`config.mk`:
```
export PLATFORM = sky130hd
export DESIGN_NAME = hmac_sha1_otp_verifier
export DESIGN_NICKNAME = d
export VERILOG_FILES = /design/src/hw/rtl/hotp_pkg.sv /design/src/hw/rtl/hotp_sha1_core.sv /design/src/hw/rtl/hotp_mod_unit.sv /design/src/hw/rtl/hmac_sha1_otp_verifier.sv
export SDC_FILE = /design/constraint.sdc
export NUM_CORES = 2
export LEC_CHECK = 0
export BUFFER_PORTS_ARGS = -buffer_cell sky130_fd_sc_hd__buf_2
export CAP_MARGIN = 20
export CORE_MARGIN = 5
export CORE_UTILIZATION = 52
export CTS_BUF_LIST = sky130_fd_sc_hd__clkbuf_8
export DETAILED_ROUTE_END_ITERATION = 6
export GPL_TIMING_DRIVEN = 1
export PLACE_DENSITY = 0.82
export SLEW_MARGIN = 10
export SYNTH_ARGS = -nofsm -noshare
export SYNTH_HDL_FRONTEND = slang
export SYNTH_SLANG_ARGS = --single-unit
```
`constraint.sdc`:
```
create_clock -name clock -period 10.3 [get_ports clock]
set_input_delay 1.03 -clock clock [delete_from_list [all_inputs] [get_ports clock]]
set_output_delay 1.03 -clock clock [all_outputs]
set_load 0.01 [all_outputs]
```
`src/hw/rtl/hotp_pkg.sv`:
```
// Package for the HMAC-SHA1 one-time-code verifier: shared types, SHA-1 constants.
// Used by hotp_sha1_core, hotp_mod_unit and hmac_sha1_otp_verifier.
package hotp_pkg;

   typedef enum logic [2:0] {
      CSR_KEY_LOW     = 3'd0,
      CSR_KEY_MID     = 3'd1,
      CSR_KEY_TOP     = 3'd2,
      CSR_KEY_LENGTH  = 3'd3,
      CSR_CODE_DIGITS = 3'd4,
      CSR_DRIFT       = 3'd5
   } csr_index_type;

   typedef enum logic [3:0] {
      ST_IDLE,
      ST_NEXT,
      ST_BLK_START,
      ST_BLK_WAIT,
      ST_TRUNC,
      ST_MOD_WAIT,
      ST_EVAL,
      ST_DONE
   } state_type;

   // Phase of the four compressions that make up one HMAC
   typedef enum logic [1:0] {
      PH_IPAD  = 2'd0,
      PH_MSG   = 2'd1,
      PH_OPAD  = 2'd2,
      PH_OUTER = 2'd3
   } phase_type;

   typedef struct packed {
      logic start;
      logic init;
   } sha_ctl_type;

   localparam logic [31:0] H0_INIT = 32'h67452301;
   localparam logic [31:0] H1_INIT = 32'hEFCDAB89;
   localparam logic [31:0] H2_INIT = 32'h98BADCFE;
   localparam logic [31:0] H3_INIT = 32'h10325476;
   localparam logic [31:0] H4_INIT = 32'hC3D2E1F0;
   localparam logic [31:0] K_R0 = 32'h5A827999;
   localparam logic [31:0] K_R1 = 32'h6ED9EBA1;
   localparam logic [31:0] K_R2 = 32'h8F1BBCDC;
   localparam logic [31:0] K_R3 = 32'hCA62C1D6;
   localparam logic [7:0]  IPAD_BYTE = 8'h36;
   localparam logic [7:0]  OPAD_BYTE = 8'h5c;
   localparam logic [7:0]  TRUNC_MASK = 8'h7F;

   // Ten to the power d, d clamped to 1..9
   function automatic logic [29:0] pow10(input logic [3:0] d);
      logic [29:0] r;
      unique case (d)
         4'd0, 4'd1: r = 30'd10;
         4'd2: r = 30'd100;
         4'd3: r = 30'd1000;
         4'd4: r = 30'd10000;
         4'd5: r = 30'd100000;
         4'd6: r = 30'd1000000;
         4'd7: r = 30'd10000000;
         4'd8: r = 30'd100000000;
         default: r = 30'd1000000000;
      endcase
      return r;
   endfunction

endpackage

```
`src/hw/rtl/hotp_sha1_core.sv`:
```
// One SHA-1 compression, one round per cycle, over a 16-word block.
// Depends on hotp_pkg; chaining value kept here across blocks.
module hotp_sha1_core
   import hotp_pkg::*;
(
   input  logic         clock,
   input  logic         reset,
   input  sha_ctl_type  ctl,
   input  logic [511:0] block,
   output logic         done,
   output logic [159:0] digest
);

   logic [31:0]  h_ff [5];
   logic [31:0]  h_in [5];
   logic [31:0]  a_ff, b_ff, c_ff, d_ff, e_ff;
   logic [511:0] w_ff, w_in;
   logic [6:0]   rnd_ff, rnd_in;
   logic         busy_ff, busy_in;
   logic         done_ff, done_in;
   logic [31:0]  f, k, t, wnew, wcur;

   assign wcur = w_ff[511:480];
   assign wnew = {w_ff[511-32*13-: 32] ^ w_ff[511-32*8-: 32] ^ w_ff[511-32*2-: 32]
                 ^ w_ff[511-: 32]};

   // Round function
   always_comb begin
      if (rnd_ff < 7'd20) begin
         f = (b_ff & c_ff) | (~b_ff & d_ff); k = K_R0;
      end else if (rnd_ff < 7'd40) begin
         f = b_ff ^ c_ff ^ d_ff; k = K_R1;
      end else if (rnd_ff < 7'd60) begin
         f = (b_ff & c_ff) | (b_ff & d_ff) | (c_ff & d_ff); k = K_R2;
      end else begin
         f = b_ff ^ c_ff ^ d_ff; k = K_R3;
      end
      t = {a_ff[26:0], a_ff[31:27]} + f + e_ff + k + wcur;
      w_in = {w_ff[479:0], wnew[30:0], wnew[31]};
   end

   always_comb begin
      busy_in = busy_ff;
      rnd_in  = rnd_ff;
      done_in = 1'b0;
      for (int i = 0; i < 5; i++) h_in[i] = h_ff[i];
      if (ctl.init) begin
         h_in[0] = H0_INIT; h_in[1] = H1_INIT; h_in[2] = H2_INIT;
         h_in[3] = H3_INIT; h_in[4] = H4_INIT;
      end
      if (ctl.start) begin
         busy_in = 1'b1;
         rnd_in  = 7'd0;
      end else if (busy_ff) begin
         rnd_in = rnd_ff + 7'd1;
         if (rnd_ff == 7'd79) begin
            busy_in = 1'b0;
            done_in = 1'b1;
            h_in[0] = h_ff[0] + t;
            h_in[1] = h_ff[1] + a_ff;
            h_in[2] = h_ff[2] + {b_ff[1:0], b_ff[31:2]};
            h_in[3] = h_ff[3] + c_ff;
            h_in[4] = h_ff[4] + d_ff;
         end
      end
   end

   always_ff @(posedge clock) begin
      if (reset) begin
         busy_ff <= 1'b0;
         done_ff <= 1'b0;
         rnd_ff  <= 7'd0;
      end else begin
         busy_ff <= busy_in;
         done_ff <= done_in;
         rnd_ff  <= rnd_in;
      end
   end

   // Working variables and message schedule
   always_ff @(posedge clock) begin
      for (int i = 0; i < 5; i++) h_ff[i] <= h_in[i];
      if (ctl.start) begin
         a_ff <= h_in[0]; b_ff <= h_in[1]; c_ff <= h_in[2];
         d_ff <= h_in[3]; e_ff <= h_in[4];
         w_ff <= block;
      end else if (busy_ff) begin
         e_ff <= d_ff; d_ff <= c_ff; c_ff <= {b_ff[1:0], b_ff[31:2]};
         b_ff <= a_ff; a_ff <= t;
         w_ff <= w_in;
      end
   end

   assign done   = done_ff;
   assign digest = {h_ff[0], h_ff[1], h_ff[2], h_ff[3], h_ff[4]};

endmodule

```
`src/hw/rtl/hotp_mod_unit.sv`:
```
// Restoring remainder of a 31-bit value by a 30-bit modulus, one bit a cycle.
// Depends on hotp_pkg for style only.
module hotp_mod_unit
   import hotp_pkg::*;
(
   input  logic        clock,
   input  logic        reset,
   input  logic        start,
   input  logic [30:0] dividend,
   input  logic [29:0] modulus,
   output logic        done,
   output logic [29:0] remainder
);

   logic [30:0] rem_ff, rem_in;
   logic [30:0] num_ff, num_in;
   logic [4:0]  cnt_ff, cnt_in;
   logic        busy_ff, busy_in;
   logic        done_ff, done_in;
   logic [31:0] trial;

   always_comb begin
      rem_in  = rem_ff;
      num_in  = num_ff;
      cnt_in  = cnt_ff;
      busy_in = busy_ff;
      done_in = 1'b0;
      trial   = {rem_ff, num_ff[30]};
      if (start) begin
         rem_in  = '0;
         num_in  = dividend;
         cnt_in  = 5'd0;
         busy_in = 1'b1;
      end else if (busy_ff) begin
         // Shift in one bit, subtract when it fits
         if (trial >= {2'b00, modulus}) rem_in = 31'(trial - {2'b00, modulus});
         else rem_in = trial[30:0];
         num_in = {num_ff[29:0], 1'b0};
         cnt_in = cnt_ff + 5'd1;
         if (cnt_ff == 5'd30) begin
            busy_in = 1'b0;
            done_in = 1'b1;
         end
      end
   end

   always_ff @(posedge clock) begin
      if (reset) begin
         busy_ff <= 1'b0;
         done_ff <= 1'b0;
         cnt_ff  <= 5'd0;
      end else begin
         busy_ff <= busy_in;
         done_ff <= done_in;
         cnt_ff  <= cnt_in;
      end
   end

   always_ff @(posedge clock) begin
      rem_ff <= rem_in;
      num_ff <= num_in;
   end

   assign done      = done_ff;
   assign remainder = rem_ff[29:0];

endmodule

```
`src/hw/rtl/hmac_sha1_otp_verifier.sv`:
```
// HMAC-SHA1 one-time-code verifier (counter window search); top level.
// Each counter is picked, then hashed by four SHA-1 compressions (start, 80
// rounds, done) on one shared round unit, truncated, reduced by bit-serial
// modulo and compared. A counter below zero is skipped without hashing. The
// search covers up to 2*drift_window+1 counters; a match before the centre
// jumps straight to the centre counter, so no search needs more than the full
// window. busy stays high throughout; rsp_valid pulses for one cycle and the
// receiver cannot stall it.
// Depends on hotp_pkg, hotp_sha1_core, hotp_mod_unit.
module hmac_sha1_otp_verifier
   import hotp_pkg::*;
#(
   parameter int KEY_BYTES = 20
)(
   input  logic        clock,
   input  logic        reset,
   input  logic        start,
   output logic        busy,
   input  logic [62:0] req_time_step,
   input  logic [29:0] req_candidate_code,
   output logic        rsp_valid,
   output logic [29:0] rsp_centre_code,
   output logic        rsp_matched,
   output logic signed [3:0] rsp_match_offset,
   input  logic        csr_valid,
   output logic        csr_ready,
   input  logic [2:0]  csr_index,
   input  logic [63:0] csr_wdata
);

   localparam logic [4:0] KEY_MAX = 5'(KEY_BYTES);

   logic [63:0] key_low_ff, key_mid_ff;
   logic [31:0] key_top_ff;
   logic [4:0]  key_length_ff;
   logic [3:0]  code_digits_ff;
   logic [2:0]  drift_ff;

   state_type   state_ff, state_in;
   phase_type   phase_ff, phase_in;
   logic [62:0] ts_ff;
   logic [29:0] cand_ff;
   logic signed [4:0] delta_ff, delta_in;
   logic        found_ff, found_in;
   logic signed [3:0] hit_ff, hit_in;
   logic [29:0] centre_ff, centre_in;
   logic        recheck_ff, recheck_in;
   logic [159:0] inner_ff;
   logic [63:0] ctr_ff, ctr_in;
   logic [30:0] bin_ff;
   logic [30:0] bin_in;
   logic        rsp_valid_ff;

   sha_ctl_type sha_ctl;
   logic [511:0] block;
   logic        sha_done, mod_done, mod_start;
   logic [159:0] digest;
   logic [29:0] code;
   logic [511:0] key_blk;
   logic [4:0]  used;
   logic [159:0] key_bytes;
   logic [29:0] modulus;
   logic signed [4:0] win;

   assign csr_ready = 1'b1;
   assign busy      = (state_ff != ST_IDLE);
   assign modulus   = pow10(code_digits_ff);
   assign win       = 5'(drift_ff);

   // Configuration registers
   always_ff @(posedge clock) begin
      if (reset) begin
         key_low_ff <= '0; key_mid_ff <= '0; key_top_ff <= '0;
         key_length_ff <= 5'd20; code_digits_ff <= 4'd6; drift_ff <= 3'd1;
      end else if (csr_valid && csr_ready) begin
         unique case (csr_index)
            CSR_KEY_LOW:     key_low_ff <= csr_wdata;
            CSR_KEY_MID:     key_mid_ff <= csr_wdata;
            CSR_KEY_TOP:     key_top_ff <= csr_wdata[31:0];
            CSR_KEY_LENGTH:  key_length_ff <= csr_wdata[4:0];
            CSR_CODE_DIGITS: code_digits_ff <= csr_wdata[3:0];
            CSR_DRIFT:       drift_ff <= csr_wdata[2:0];
            default: ;
         endcase
      end
   end

   // Key padded block: bytes beyond the used length read as zero
   always_comb begin
      used = (key_length_ff > KEY_MAX) ? KEY_MAX : key_length_ff;
      key_bytes = {key_low_ff, key_mid_ff, key_top_ff};
      for (int j = 0; j < 20; j++)
         if (5'(j) >= used) key_bytes[159-8*j -: 8] = 8'h00;
      key_blk = {key_bytes, 352'd0};
   end

   // Block for the current phase
   always_comb begin
      unique case (phase_ff)
         PH_IPAD:  block = key_blk ^ {64{IPAD_BYTE}};
         PH_MSG:   block = {ctr_ff, 32'h80000000, 384'd0, 32'd576};
         PH_OPAD:  block = key_blk ^ {64{OPAD_BYTE}};
         default:  block = {inner_ff, 32'h80000000, 288'd0, 32'd672};
      endcase
   end

   // Dynamic truncation
   always_comb begin
      logic [3:0] o;
      logic [31:0] sel;
      o = digest[3:0];
      sel = digest[159 - 8*o -: 32];
      bin_in = 31'({sel[31:24] & TRUNC_MASK, sel[23:0]});
   end

   hotp_sha1_core u_sha (
      .clock(clock), .reset(reset), .ctl(sha_ctl), .block(block),
      .done(sha_done), .digest(digest)
   );

   hotp_mod_unit u_mod (
      .clock(clock), .reset(reset), .start(mod_start), .dividend(bin_ff),
      .modulus(modulus), .done(mod_done), .remainder(code)
   );

   // Next state
   always_comb begin
      state_in   = state_ff;
      phase_in   = phase_ff;
      delta_in   = delta_ff;
      found_in   = found_ff;
      hit_in     = hit_ff;
      centre_in  = centre_ff;
      recheck_in = recheck_ff;
      ctr_in     = ctr_ff;
      unique case (state_ff)
         ST_IDLE: begin
            if (start) begin
               state_in = ST_NEXT; delta_in = -win; found_in = 1'b0;
               hit_in = '0; centre_in = '0; recheck_in = 1'b0;
            end
         end
         ST_NEXT: begin
            // Skip counters below zero
            if (delta_ff < 0 && {1'b0, ts_ff} < 64'(-delta_ff)) begin
               delta_in = delta_ff + 5'sd1;
            end else begin
               ctr_in = {1'b0, ts_ff} + 64'(signed'(delta_ff));
               phase_in = PH_IPAD;
               state_in = ST_BLK_START;
            end
         end
         ST_BLK_START: state_in = ST_BLK_WAIT;
         ST_BLK_WAIT: begin
            if (sha_done) begin
               if (phase_ff == PH_OUTER) state_in = ST_TRUNC;
               else begin
                  phase_in = phase_type'(phase_ff + 2'd1);
                  state_in = ST_BLK_START;
               end
            end
         end
         ST_TRUNC:    state_in = ST_MOD_WAIT;
         ST_MOD_WAIT: if (mod_done) state_in = ST_EVAL;
         ST_EVAL: begin
            if (recheck_ff) begin
               centre_in = code; state_in = ST_DONE;
            end else begin
               if (delta_ff == 0) centre_in = code;
               if (!found_ff && {2'b00, code} == {2'b00, cand_ff}) begin
                  found_in = 1'b1; hit_in = 4'(delta_ff);
               end
               if ((found_ff || code == cand_ff) && delta_ff >= 0) state_in = ST_DONE;
               else if (delta_ff == win) begin
                  state_in = ST_DONE;
               end else delta_in = delta_ff + 5'sd1;
               if (state_in == ST_EVAL) state_in = ST_NEXT;
               // A match before the centre still needs the centre code
               if ((found_ff || code == cand_ff) && delta_ff < 0 && state_in == ST_DONE) begin
                  state_in = ST_NEXT;
               end
               if (found_in && delta_ff < 0 && delta_ff + 5'sd1 > 0) begin
                  state_in = ST_NEXT;
               end
            end
         end
         ST_DONE: state_in = ST_IDLE;
         default: state_in = ST_IDLE;
      endcase
   end

   // Outputs to the units
   always_comb begin
      sha_ctl.start = (state_ff == ST_BLK_START);
      sha_ctl.init  = (state_ff == ST_BLK_START) &&
                      (phase_ff == PH_IPAD || phase_ff == PH_OPAD);
      mod_start     = (state_ff == ST_TRUNC);
   end

   always_ff @(posedge clock) begin
      if (reset) begin
         state_ff <= ST_IDLE;
         rsp_valid_ff <= 1'b0;
      end else begin
         state_ff <= state_in;
         rsp_valid_ff <= (state_ff == ST_DONE);
      end
   end

   // Transaction payload and search state
   always_ff @(posedge clock) begin
      if (state_ff == ST_IDLE && start) begin
         ts_ff <= req_time_step; cand_ff <= req_candidate_code;
      end
      phase_ff <= phase_in; ctr_ff <= ctr_in; found_ff <= found_in;
      hit_ff <= hit_in; centre_ff <= centre_in;
      // Once found before the centre, jump straight to the centre counter
      if (state_ff == ST_EVAL && !recheck_ff && found_in && delta_ff < 0) begin
         recheck_ff <= 1'b1; delta_ff <= 5'sd0;
      end else begin
         recheck_ff <= recheck_in; delta_ff <= delta_in;
      end
      if (sha_done && phase_ff == PH_MSG) inner_ff <= digest;
      if (sha_done && phase_ff == PH_OUTER) bin_ff <= bin_in;
   end

   assign rsp_valid        = rsp_valid_ff;
   assign rsp_centre_code  = centre_ff;
   assign rsp_matched      = found_ff;
   assign rsp_match_offset = hit_ff;

endmodule

```
-- Yosys cells after proc, flatten, opt, wreduce, memory -nomap -nowiden
Memories as Yosys holds them, arrays and structs flattened. A register that Yosys moved wholly into a read port is not among the register bits.
Index checks and enable logic that the tools add are counted.
- bits in writable memories: 160
- memories: 2
- bits in registers: 1318
- bits in read-only memories: 464
- logic and storage cells: 276
- memory list (name ; words ; bits a word ; read ports ; clocked after memory_dff ; wr ports ; RTL line ; source):
    (name not given) ; 16 ; 29 ; 1 ; 1 ; 0 ; hotp_pkg.sv:54 ; unique case (d)
    u_sha.h_ff ; 5 ; 32 ; 5 ; 0 ; 5 ; hotp_sha1_core.sv:14 ; logic [31:0] h_ff [5];
- bitwise gates (word level): 18
- shift-type cells: 1
- equality and inequality tests: 32
- $lt $le $gt $ge: 29
- mux-type cells: 97
- reductions and logical operators: 45
- $add $sub $neg: 19
- operators by type and width (operator ; number):
    one-hot mux 512 bit (3 select lines) ; 1
    two-way mux 512 bit ; 2
    two-way mux 160 bit ; 4
    NOT 256 bit ; 2
    two-way mux 32 bit ; 15
    adder 32 bit ; 9
    variable part select 191 x 33 -> 31 bit ; 1
    two-way mux 8 bit ; 20
    bitwise XOR 32 bit ; 5
    AND 32 bit ; 4
    two-way mux 31 bit ; 4
    bitwise OR 32 bit ; 3
    two-way mux 30 bit ; 3
    two-way mux 4 bit ; 19
    adder 63 x 64 -> 64 bit ; 1
    less-than comparator 63 x 64 -> 1 bit ; 1
    negation 5 -> 64 bit ; 1
    one-hot mux 30 bit (2 select lines) ; 1
    greater-or-equal comparator 4 x 5 -> 1 bit, first input constant ; 8
    greater-or-equal comparator 32 x 30 -> 1 bit ; 1
    logical NOT 32 bit ; 1
    NOT 32 bit ; 1
    subtractor 31 x 30 -> 31 bit ; 1
    == test 30 bit ; 1
    other kinds (56) ; 132

-- Logic depth before layout (Yosys ltp)
- word-level depth: 16
- mapped depth: 37
- mapped depth without buffers: 34

-- Modules after synthesis
Synthesis repeated with hierarchy kept, for this count alone.
- cells, all modules: 7979
- area, all modules: 85637.1 um^2
- modules (own cells, without submodules) (module ; cells an instance ; times used ; area each (um^2) ; seq. area each (um^2)):
    hotp_sha1_core ; 4040 ; 1 ; 47759.6 ; 23562.6
    hmac_sha1_otp_verifier ; 3392 ; 1 ; 33011.7 ; 15655.0
    hotp_mod_unit ; 547 ; 1 ; 4865.9 ; 1691.6

-- Least setup slack after synthesis
OpenSTA, ideal clock, no wires.
- path kind: register -> register
- start point: reg state_ff[2]
- end point: reg u_sha.a_ff[0], enable pin
- path slack: -0.097 ns
- cell stages (with the launch flop): 7
- clock period less this slack: 10.397 ns
- library setup time: 0.764 ns
- arrival time: 9.633 ns
- path buffers: 4
- path through: dfxtp_1 > clkbuf_1 > nor3_1 > clkbuf_1 > clkbuf_1 > clkbuf_1 > or2_2
- longest elaborated chain between the ends: 2
- ends and longest elaborated chain (element ; RTL line ; source):
    from (decl) ; hmac_sha1_otp_verifier.sv:39 ; state_type state_ff, state_in;
    from (signal assigned) ; hmac_sha1_otp_verifier.sv:205 ; state_ff <= state_in;
    == test 4 x 2 -> 1 bit ; hmac_sha1_otp_verifier.sv:194 ; sha_ctl.start = (state_ff == ST_BLK_START);
    nonzero test 2 bit (no line) ; n/a ;
    to (signal assigned) ; hotp_sha1_core.sv:84 ; a_ff <= h_in[0]; b_ff <= h_in[1]; c_ff <= h_in[2];
    to (decl) ; hotp_sha1_core.sv:16 ; logic [31:0] a_ff, b_ff, c_ff, d_ff, e_ff;
Every way passes these cells.
A chain may end at the register's enable or synchronous reset.

==> flow_metrics.py <==
metrics = {
    "grt": {
        "grt_usage_pct": 34.2,
        "overflow": 0,
        "grt_max_degree": 196,
        "antenna_found_initial": 60,
        "grt_pass1_wl_um": 424000,
        "grt_pass1_vias": 63900,
    },
    "power_and_ir_drop": {
        "ir_drop_v": 0.000193,
        "p_leak_nw": 36.2,
        "p_per_area_nw_per_um2": 259,
        "total_power_mw": 23.5,
    },
    "cells_and_area": {
        "drive_gt1_share_pct": 9.58,
        "finalNetCount": 9150,
        "fillCellCount": 13100,
        "seqCellArea_um2": 40900,
        "multi_input_area_um2": 39000,
        "final-instance-count-excl-fill": 10800,
        "area_growth_pct": 9.95,
    },
    "critical_path": {
        "crit_top_cell": "fa_1",
        "path_class": "register to register",
        "critPathLaunchType": "register",
        "critical_path.max_fanout": 20,
        "max_stage_delay_ps": 520,
        "crit_arrival_ps": 9630,
        "cp-end-kind": "register",
        "cpMaxStageDelayCell": "fa_1",
        "critPathRequiredTime_ps": 11150,
    },
    "logic_synthesis": {
        "synthTopCellsByArea": "edfxtp_1, dfxtp_1, nand2_1",
        "synth-main-ff-cell": "edfxtp_1",
        "yosysSeqAreaShare_pct": 49.5,
        "synth_cell_types": 91,
        "yosys.area.top_type_share_pct": 39.5,
        "synth.ff_latch_count": 1500,
        "syn_area_per_cell_um2": 9.89,
        "async_flop_share_pct": 0,
        "syn_area_um2": 82700,
        "synth_edf_count": 1087,
        "post-synth-top-count-cell": "nand2_1",
        "synth_common_cells": "nand2_1, edfxtp_1, a21oi_1",
        "yosys.area.top_type": "edfxtp_1",
        "syn_nets": 9053,
        "synthCells": 8359,
        "ys_warn_count": 0,
    },
    "detailed_routing": {
        "drcViolationCount": 6,
        "dr.pass1.iters": 7,
        "wl_um": 295000,
        "via_per_inst": 6.33,
        "avgRoutedWirePerCell_um": 27.3,
        "ant_nets": 0,
        "vias": 68300,
        "drtIter0Drc": 10100,
    },
    "floorplanning": {
        "num_rows": 146,
        "ios": 202,
        "die_y_um": 409,
        "die_area_um2": 167000,
        "core_area_um2": 158000,
        "die_x_um": 409,
        "start_util_pct": 52.3,
    },
    "sta": {
        "min_period_over_period_pct": 85.2,
        "finalSetupViolCount": 0,
        "relSlewSlack_pct": 21.0,
        "max_freq_mhz": 114,
        "rsz0062_at_grt": "no",
        "drv_slew": 0,
        "worst_pin_slew_ps": 1180,
        "finalWorstSetupSlack_ps": 1520,
        "skew_ps": 116,
        "hold_viol": 0,
        "finalCriticalPeriod_ps": 8780,
        "setup_tns_ps": 0,
    },
    "clocking": {
        "cts_root_buf": "clkbuf_8",
        "htreeDepth": 4,
        "cts.sinks": 1500,
        "ctsHoldBuffers": 0,
        "clock_latency_ps": 1070,
        "clkTransAtPathRegs_ps": 70,
        "post_cts_buffers": 0,
        "ctsResizeCount": 0,
        "clock_path_buffers": 3,
        "cts_made_buffers": 240,
        "cts_tree": "built",
    },
    "placed_design": {
        "place_inst": 10300,
        "port_buffers": 200,
        "dp_hpwl_um": 215000,
        "dp_slack_ps": 1680,
        "gp_congestion": 1.02,
    },
    "worst_hold_path": {
        "hp-class": "input pin to register",
    },
    "status": {
        "violations": "DRC",
        "status": "complete, but fails checks",
    },
    "job": {
        "cap_violations": 0,
    },
}
## sequential cells by signal, summed over array words and instances, names as in the netlist, 32 cells and up
name,cells
u_sha.h_ff,160
u_sha.a_ff,32
u_sha.e_ff,32
ctr_ff,64
u_sha.b_ff,32
key_low_ff,64
key_mid_ff,64
key_top_ff,32
inner_ff,160
u_sha.d_ff,32
u_sha.w_ff,512
u_sha.c_ff,32
ts_ff,63
## routing by layer
metal | wire length (µm) | GRT usage [%] | part of all wire, %
met5 | 114 | 0 | 0.039
met1 | 108000 | 44.8 | 37
met2 | 123000 | 48.5 | 42
met3 | 42700 | 12.4 | 14
met4 | 20100 | 20.5 | 6.8
## critical path: cells and delay by family, from the launching register on
family / cells / cell delay (ps)
xor gates and xnor gates: 2 / 280
DFF: 1 / 450
and+or+nand+nor: 8 / 1730
buffers and inverters: 3 / 560
AOI/OAI and AO/OA: 16 / 3260
adders and majority gates: 6 / 2300
## stage by stage
| stage | hold slack, ps | util (%) | area, µm² |
|---|---|---|---|
| 2_1_floorplan | 431 | - | 82700 |
| 3_3_place_gp | 442 | 54.1 | 85600 |
| 3_5_place_dp | 447 | 54.1 | 85700 |
| 4_1_cts | 77.3 | 57.4 | 90800 |
| 5_1_grt | 93.7 | 57.4 | 90800 |
| 6_report | 149 | 57.5 | 90900 |
## cell type report
type	count	area share [%]
clock buffer	279	4.22
tap	2072	2.85
timing repair buffer	327	2.24
clock inverter	174	1.40
multi-input combinational	6085	42.9
inverter	302	1.25
antenna	55	0.151
sequential	1500	45.0
## cells by family after synthesis
family          after synthesis  share of synthesized area (%)
fa+ha+maj                   530                           9.16
buf+inv                     774                           3.54
xor+xnor                    388                           4.11
other cells                   2                        0.00908
compound gates             2023                           14.8
flops                      1500                           49.5
simple gates               2899                           15.3
mux                         243                           3.64
## cells in the final DEF, fill, tap and decap left out, types with 31 or more instances in the layout
| cell | count |
|---|---|
| nand4_1 | 52 |
| o22ai_1 | 39 |
| clkinv_2 | 36 |
| and3_1 | 60 |
| ha_1 | 400 |
| and2_1 | 50 |
| a211oi_1 | 77 |
| a21oi_1 | 836 |
| diode_2 | 55 |
| mux2_2 | 39 |
| nand3_1 | 243 |
| inv_1 | 394 |
| a21o_1 | 165 |
| mux4_2 | 42 |
| o21ai_0 | 469 |
| mux2i_1 | 162 |
| fa_1 | 126 |
| nor2b_1 | 158 |
| nor2_1 | 493 |
| o31ai_1 | 31 |
| clkbuf_8 | 279 |
| buf_4 | 119 |
| buf_2 | 199 |
| dfxtp_1 | 408 |
| xnor2_1 | 218 |
| xor2_1 | 170 |
| o21bai_1 | 44 |
| o21a_1 | 59 |
| nor3_1 | 114 |
| edfxtp_1 | 1087 |
| nand2_1 | 1553 |
| nand2b_1 | 60 |
## worst paths after layout
path,from,end,slack [ps],depth (start not counted)
min,req_candidate_code[20],cand_ff[20],150,1
min reg2reg,key_mid_ff[31],key_mid_ff[31],460,2
max reg2reg,u_sha.rnd_ff[3],u_sha.h_ff[0][31],1520,35
max,u_sha.rnd_ff[3],u_sha.h_ff[0][31],1520,35
## where the power goes
| group | total [mW] | internal, mW | leakage [nW] | switching, mW |
|---|---|---|---|---|
| sequential | 8.45 | 7.38 | 13.1 | 1.06 |
| combinational | 9.70 | 3.79 | 20.2 | 5.91 |
| clock | 5.39 | 2.73 | 2.96 | 2.66 |
| total | 23.5 | 13.9 | 36.2 | 9.64 |
No activity file was read; power rests on OpenSTA's default activity.
